`src/rtl/kcar_pkg.sv`:
```
// ----------------------------------------------------------------------------
// kcar_pkg
// Shared widths and operation codes for the key combo action resolver.
// ----------------------------------------------------------------------------
package kcar_pkg;

  // fixed field widths of the transaction ports
  localparam int KEY_IDX_W = 5;
  localparam int DATA_W    = 32;

  // operation codes carried by the opcode field
  localparam logic OP_WRITE   = 1'b0;
  localparam logic OP_RESOLVE = 1'b1;

  // reset value of the last key register
  localparam logic [KEY_IDX_W-1:0] LAST_KEY_RST = 5'd31;

endpackage

```
`src/rtl/key_combo_action_resolver.sv`:
```
// ----------------------------------------------------------------------------
// key_combo_action_resolver
// Per-key action bind table with combo detection and pressed-key resolution.
// ----------------------------------------------------------------------------
// Input channel (in_valid / in_stall): one transaction either writes a key's
// bind word (opcode write) or resolves a pressed-key mask (opcode resolve).
// Result channel (out_valid / out_stall): exactly one result per input
// transaction, carrying the resolved action mask (zero for writes) and the
// current combo key and combo action masks.
// Configuration: cfg_we / cfg_wdata write the last key index; the combo masks
// are then rebuilt, and in_stall stays high until that finishes.
// All work goes through one read port on the bind table, one key per cycle,
// stepped by a small sequencer; in_stall is high while an item is at work.
// Write: two mask passes over keys 0..L (L = effective last key), then a
// load of the result register. Resolve: each key 0..L in turn, plus for
// each pressed combo key i a partner scan over keys i+1..L.
// The result register lets a new transaction be accepted while the previous
// result is still stalled; a finished item waits in its final state until
// the result register is free.
// Reset (rst_n, synchronous): table, combo masks cleared, last key set to 31.
// ----------------------------------------------------------------------------
module key_combo_action_resolver #(
  parameter int NUM_KEYS    = 32,
  parameter int ACTION_BITS = 32
) (
  input  logic                           clk,
  input  logic                           rst_n,
  // input channel
  input  logic                           in_valid,
  output logic                           in_stall,
  input  logic                           in_opcode,
  input  logic [kcar_pkg::KEY_IDX_W-1:0] in_key_index,
  input  logic [kcar_pkg::DATA_W-1:0]    in_bind_word,
  input  logic [kcar_pkg::DATA_W-1:0]    in_pressed_keys,
  // result channel
  output logic                           out_valid,
  input  logic                           out_stall,
  output logic [kcar_pkg::DATA_W-1:0]    out_action_mask,
  output logic [kcar_pkg::DATA_W-1:0]    out_combo_key_bits,
  output logic [kcar_pkg::DATA_W-1:0]    out_combo_action_bits,
  // configuration
  input  logic                           cfg_we,
  input  logic [kcar_pkg::KEY_IDX_W-1:0] cfg_wdata
);
  import kcar_pkg::*;

  localparam int KW = $clog2(NUM_KEYS);
  localparam logic [KEY_IDX_W:0]   NUM_KEYS_W = (KEY_IDX_W+1)'(NUM_KEYS);
  localparam logic [KEY_IDX_W-1:0] MAX_KEY    = KEY_IDX_W'(NUM_KEYS - 1);

  // sequencer states
  localparam logic [2:0] S_IDLE = 3'd0;
  localparam logic [2:0] S_P1   = 3'd1;  // count action holders
  localparam logic [2:0] S_P2   = 3'd2;  // mark combo keys
  localparam logic [2:0] S_RI   = 3'd3;  // examine pressed key i
  localparam logic [2:0] S_RU   = 3'd4;  // scan for a partner of key i
  localparam logic [2:0] S_FIN  = 3'd5;  // load the result register

  logic [2:0]             state_r, state_nxt;
  logic [ACTION_BITS-1:0] bind_r [NUM_KEYS];
  logic [NUM_KEYS-1:0]    combo_key_r, combo_key_nxt;
  logic [ACTION_BITS-1:0] combo_act_r, combo_act_nxt;
  logic [KEY_IDX_W-1:0]   last_idx_r;
  logic [KW-1:0]          idx_r, idx_nxt;
  logic [KW-1:0]          u_r, u_nxt;
  logic [ACTION_BITS-1:0] seen1_r, seen1_nxt;
  logic [ACTION_BITS-1:0] seen2_r, seen2_nxt;
  logic [ACTION_BITS-1:0] cur_r, cur_nxt;
  logic [ACTION_BITS-1:0] res_r, res_nxt;
  logic [NUM_KEYS-1:0]    work_r, work_nxt;
  logic                   from_cfg_r, from_cfg_nxt;

  logic                   out_valid_r;
  logic [DATA_W-1:0]      out_action_r, out_key_r, out_act_r;

  logic [KW-1:0]          last_w;
  logic [KW-1:0]          rd_addr;
  logic [ACTION_BITS-1:0] rd_word;
  logic                   in_acc;
  logic                   out_free;

  // effective last key, clipped to the table
  always_comb begin
    if (last_idx_r > MAX_KEY) begin
      last_w = KW'(MAX_KEY);
    end else begin
      last_w = KW'(last_idx_r);
    end
  end

  // single table read port
  assign rd_addr = (state_r == S_RU) ? u_r : idx_r;
  assign rd_word = bind_r[rd_addr];

  assign in_stall = (state_r != S_IDLE) || cfg_we;
  assign in_acc   = in_valid && !in_stall;
  assign out_free = !out_valid_r || !out_stall;

  // sequencer
  always_comb begin
    state_nxt     = state_r;
    combo_key_nxt = combo_key_r;
    combo_act_nxt = combo_act_r;
    idx_nxt       = idx_r;
    u_nxt         = u_r;
    seen1_nxt     = seen1_r;
    seen2_nxt     = seen2_r;
    cur_nxt       = cur_r;
    res_nxt       = res_r;
    work_nxt      = work_r;
    from_cfg_nxt  = from_cfg_r;
    unique case (state_r)
      S_IDLE: begin
        idx_nxt   = '0;
        seen1_nxt = '0;
        seen2_nxt = '0;
        res_nxt   = '0;
        if (cfg_we) begin
          from_cfg_nxt = 1'b1;
          state_nxt    = S_P1;
        end else if (in_valid) begin
          from_cfg_nxt = 1'b0;
          work_nxt     = in_pressed_keys[NUM_KEYS-1:0];
          state_nxt    = (in_opcode == OP_RESOLVE) ? S_RI : S_P1;
        end
      end
      S_P1: begin
        seen2_nxt = seen2_r | (seen1_r & rd_word);
        seen1_nxt = seen1_r | rd_word;
        if (idx_r == last_w) begin
          combo_act_nxt = seen2_nxt;
          combo_key_nxt = '0;
          idx_nxt       = '0;
          state_nxt     = S_P2;
        end else begin
          idx_nxt = KW'(idx_r + 1'b1);
        end
      end
      S_P2: begin
        combo_key_nxt[idx_r] = |(rd_word & combo_act_r);
        if (idx_r == last_w) begin
          state_nxt = from_cfg_r ? S_IDLE : S_FIN;
        end else begin
          idx_nxt = KW'(idx_r + 1'b1);
        end
      end
      S_RI: begin
        if (work_r[idx_r] && (rd_word != '0)) begin
          if (!combo_key_r[idx_r]) begin
            res_nxt = res_r | rd_word;
          end else if (((rd_word & combo_act_r) == '0) || (idx_r == last_w)) begin
            res_nxt = res_r | (rd_word & ~combo_act_r);
          end else begin
            cur_nxt = rd_word;
            u_nxt   = KW'(idx_r + 1'b1);
          end
        end
        if (work_r[idx_r] && (rd_word != '0) && combo_key_r[idx_r]
            && ((rd_word & combo_act_r) != '0) && (idx_r != last_w)) begin
          state_nxt = S_RU;
        end else if (idx_r == last_w) begin
          state_nxt = S_FIN;
        end else begin
          idx_nxt = KW'(idx_r + 1'b1);
        end
      end
      S_RU: begin
        if (work_r[u_r] && ((rd_word & cur_r & combo_act_r) != '0)) begin
          // partner found: add shared combo actions, drop both keys
          res_nxt          = res_r | (rd_word & cur_r & combo_act_r);
          work_nxt[idx_r]  = 1'b0;
          work_nxt[u_r]    = 1'b0;
          state_nxt        = (idx_r == last_w) ? S_FIN : S_RI;
          idx_nxt          = (idx_r == last_w) ? idx_r : KW'(idx_r + 1'b1);
        end else if (u_r == last_w) begin
          // no partner: only the non-combo actions count
          res_nxt   = res_r | (cur_r & ~combo_act_r);
          state_nxt = (idx_r == last_w) ? S_FIN : S_RI;
          idx_nxt   = (idx_r == last_w) ? idx_r : KW'(idx_r + 1'b1);
        end else begin
          u_nxt = KW'(u_r + 1'b1);
        end
      end
      S_FIN: begin
        if (out_free) begin
          state_nxt = S_IDLE;
        end
      end
      default: begin
        state_nxt = S_IDLE;
      end
    endcase
  end

  // control and state registers
  always_ff @(posedge clk) begin
    if (!rst_n) begin
      state_r     <= S_IDLE;
      combo_key_r <= '0;
      combo_act_r <= '0;
      last_idx_r  <= LAST_KEY_RST;
      out_valid_r <= 1'b0;
      from_cfg_r  <= 1'b0;
    end else begin
      state_r     <= state_nxt;
      combo_key_r <= combo_key_nxt;
      combo_act_r <= combo_act_nxt;
      from_cfg_r  <= from_cfg_nxt;
      if (cfg_we) begin
        last_idx_r <= cfg_wdata;
      end
      if ((state_r == S_FIN) && out_free) begin
        out_valid_r <= 1'b1;
      end else if (!out_stall) begin
        out_valid_r <= 1'b0;
      end
    end
  end

  // bind table, cleared at reset, written on an accepted write transaction
  always_ff @(posedge clk) begin
    if (!rst_n) begin
      for (int k = 0; k < NUM_KEYS; k++) begin
        bind_r[k] <= '0;
      end
    end else if (in_acc && (in_opcode == OP_WRITE)
                 && ({1'b0, in_key_index} < NUM_KEYS_W)) begin
      bind_r[KW'(in_key_index)] <= in_bind_word[ACTION_BITS-1:0];
    end
  end

  // datapath registers
  always_ff @(posedge clk) begin
    idx_r   <= idx_nxt;
    u_r     <= u_nxt;
    seen1_r <= seen1_nxt;
    seen2_r <= seen2_nxt;
    cur_r   <= cur_nxt;
    res_r   <= res_nxt;
    work_r  <= work_nxt;
  end

  // result register
  always_ff @(posedge clk) begin
    if ((state_r == S_FIN) && out_free) begin
      out_action_r <= DATA_W'(res_r);
      out_key_r    <= DATA_W'(combo_key_r);
      out_act_r    <= DATA_W'(combo_act_r);
    end
  end

  assign out_valid             = out_valid_r;
  assign out_action_mask       = out_action_r;
  assign out_combo_key_bits    = out_key_r;
  assign out_combo_action_bits = out_act_r;

endmodule

```
`config.mk`:
```
export PLATFORM = sky130hd
export DESIGN_NAME = key_combo_action_resolver
export DESIGN_NICKNAME = d
export VERILOG_FILES = /design/src/rtl/kcar_pkg.sv /design/src/rtl/key_combo_action_resolver.sv
export SDC_FILE = /design/constraint.sdc
export NUM_CORES = 2
export LEC_CHECK = 0
export BUFFER_PORTS_ARGS = -buffer_cell sky130_fd_sc_hd__buf_2
export CAP_MARGIN = 20
export CORE_AREA = 2 2 591 299
export CTS_BUF_LIST = sky130_fd_sc_hd__clkbuf_8
export DETAILED_ROUTE_END_ITERATION = 10
export DIE_AREA = 0 0 593 301
export PLACE_DENSITY_LB_ADDON = 0.3
export SYNTH_ARGS = -nofsm -noshare
export SYNTH_HDL_FRONTEND = slang
export SYNTH_SLANG_ARGS = --single-unit
```
`constraint.sdc`:
```
create_clock -name clk -period 17.67 [get_ports clk]
set_input_delay 1.767 -clock clk [delete_from_list [all_inputs] [get_ports clk]]
set_output_delay 1.767 -clock clk [all_outputs]
set_load 0.03 [all_outputs]
```
==> impl_metrics.json <==
{
  "avgSynthCellArea_um2": 12.9,
  "cts_sinks": 1364,
  "floorplan.initialDensity": 0.399,
  "overflow": 0,
  "synthMuxAreaShare": 0.119,
  "nets": 5450,
  "ctsLongestPathBuffers": 3,
  "synth_edf_count": 1290,
  "fp.dieH_um": 301,
  "reg2reg_from": "state_r[2]",
  "setup_violations": 0,
  "routedWlPerCell_um": 34.1,
  "critPathMaxFanout": 62,
  "areaGrowthSynthToFinish_pct": 10.3,
  "grt_pass1_vias": 48100,
  "status": "complete, no violations",
  "drive_gt1_frac": 0.185,
  "firstDrtPassIters": 6,
  "wl_um": 267000,
  "layout_commonest_cell": "edfxtp_1",
  "async_flop_share": 0,
  "clk-insertion-delay-late_ns": 1.00,
  "synth.distinct_cells": 101,
  "pin_count": 178,
  "vias": 50000,
  "root_buffer": "clkbuf_8",
  "nFillCells": 15700,
  "numPlacedInstances": 7458,
  "skew_ns": 0.0546,
  "die_width_um": 593,
  "io_buffers": 177,
  "critical_path_class": "reg2reg",
  "endpoint_kind": "flip-flop",
  "powerDensity_mw_per_mm2": 123,
  "hold_viol_final": 0,
  "arrival_ns": 8.55,
  "setup_ws_ns": 9.72,
  "synthXorXnorAreaFrac": 0.00178,
  "placeableCoreArea_mm2": 0.173,
  "drc_errors": 0,
  "fin_crit_sh": 0.450,
  "yosys_warnings": 0,
  "placementRows": 108,
  "dieArea_mm2": 0.178,
  "slew_headroom": 0.0560,
  "drv_slew": 0,
  "via_per_inst": 6.37,
  "rsz0062_at_grt": "false",
  "drv_cap": 0,
  "synth_compound_area_frac": 0.0984,
  "hold_class": "reg2reg",
  "grt_max_degree": 136,
  "synth_top_family_by_area": "simple AND/OR/NAND/NOR gates",
  "antenna_found_initial": 27,
  "synth_fa_ha_area_frac": 0.00145,
  "cp-start-kind": "flip-flop",
  "synthSimpleGateAreaFrac": 0.157,
  "clk_pin_slew_ns": 0.08,
  "finalPower_uw": 9390,
  "worst_slew_pin_slew_ns": 1.42,
  "htree_levels": 4,
  "drt-initial-drc-count": 8239,
  "seq_area_mm2": 0.0402,
  "fmax_mhz": 126,
  "synth_ff_type": "edfxtp_1",
  "yosysSeqAreaShare": 0.583,
  "crit_path_start": "state_r[2]",
  "min_from": "combo_key_r[15]",
  "fin_hold_ws_ns": 0.474,
  "cts_resized": 0,
  "cts_buffers": 206,
  "cp.required_ns": 18.27,
  "multi_input_area_mm2": 0.0267,
  "p_leak_uw": 0.0280,
  "irDropWorstVdd_v": 0.0000939,
  "tns_ns": 0,
  "synth_area_mm2": 0.0690,
  "pre_cts_ws_ns": 9.89,
  "ys_seq_elements": 1364,
  "syn-num-nets": 5419,
  "min_period_ns": 7.95,
  "antenna_left": 0,
  "cts_setup_buffers": 0,
  "gp_congestion": 0.955,
  "mostFrequentLayoutCells": "1290 x edfxtp_1, 1063 x and2_1, 380 x nand2_1",
  "instances_no_fill": 7851,
  "synthCells": 5331,
  "grt_pass1_wl_um": 373000,
  "hpwl_um": 164000,
  "cts_tree": "built",
  "grt_usage": 0.296,
  "cts_hold_buf": 0
}
==> cell type report <==
type                            instances  area share
Tap cell                             2310      0.0380
Timing Repair Buffer                  354      0.0304
Clock buffer                          209      0.0378
Clock inverter                        166      0.0121
Multi-Input combinational cell       3407       0.351
Antenna cell                           12    0.000395
Sequential cell                      1364       0.529
Inverter                               29     0.00146
==> flip-flops by register name (all words and copies together) (netlist names) <==
register               flops
cur_r                     32
combo_act_r               32
state_r                    3
seen1_r                   32
out_combo_key_bits        32
bind_r                  1024
last_idx_r                 5
from_cfg_r                 1
work_r                    32
u_r                        5
out_combo_action_bits     32
idx_r                      5
out_valid                  1
out_action_mask           32
res_r                     32
combo_key_r               32
seen2_r                   32
==> report_power, final <==
| part | internal [uW] | total [uW] | switching [uW] |
|---|---|---|---|
| Combinational | 810 | 2890 | 2080 |
| Sequential | 3820 | 3940 | 126 |
| Clock | 1190 | 2550 | 1360 |
==> stage by stage <==
stage	utilization	cell area, um^2
after CTS	0.440	76000
after global placement	0.417	72200
after floorplan	-	69000
final	0.440	76100
after global routing	0.440	76100
after detailed placement	0.418	72200
==> critical path, cell delays in order (launching register included) <==
cell,delay [ns]
dfxtp_1,0.90
nor3b_4,0.36
buf_4,0.72
buf_4,0.71
buf_4,0.65
o22ai_1,0.48
o221ai_1,0.29
a211oi_1,0.19
or4b_1,0.88
and2_1,0.32
a2111oi_0,0.46
and4_1,0.35
a31oi_2,0.20
nand2_1,0.12
nand4b_1,0.16
a21oi_4,0.17
buf_4,0.44
==> worst paths after layout <==
check | endpoint | slack, ns | depth (start not counted)
worst max-delay path | res_r[20] | 9.72 | 16
worst min-delay path | out_combo_key_bits[15] | 0.47 | 0
worst max register to register | res_r[20] | 9.72 | 16
worst min register to register | out_combo_key_bits[15] | 0.47 | 0
==> cell families after synthesis <==
| kind of cell | after synthesis |
|---|---|
| simple gates | 1947 |
| xor+xnor | 14 |
| buf+inv | 560 |
| fa+ha+maj | 8 |
| compound gates | 906 |
| flops | 1364 |
| mux | 532 |
==> layer usage <==
layer  global-route usage  part of all wire  vias to the layer above
met5                    0           0.00050                        -
met4                0.128             0.046                       22
met3               0.0979              0.14                      658
met2                0.435              0.43                     3688
met1                0.400              0.38                    25500
li1                     -                 -                    20100
==> cell usage after synthesis (97+ instances only) <==
| cell type | count | area share |
|---|---|---|
| a2111oi_0 | 97 | 0.012 |
| mux4_2 | 228 | 0.074 |
| nor2_1 | 195 | 0.011 |
| buf_2 | 108 | 0.0078 |
| clkbuf_1 | 331 | 0.018 |
| and2_1 | 1063 | 0.096 |
| a21oi_1 | 215 | 0.016 |
| mux2i_1 | 258 | 0.037 |
| nand2_1 | 382 | 0.021 |
| edfxtp_1 | 1290 | 0.56 |
| o211a_1 | 113 | 0.016 |
Note: power is estimated with default switching activity, not from simulation.
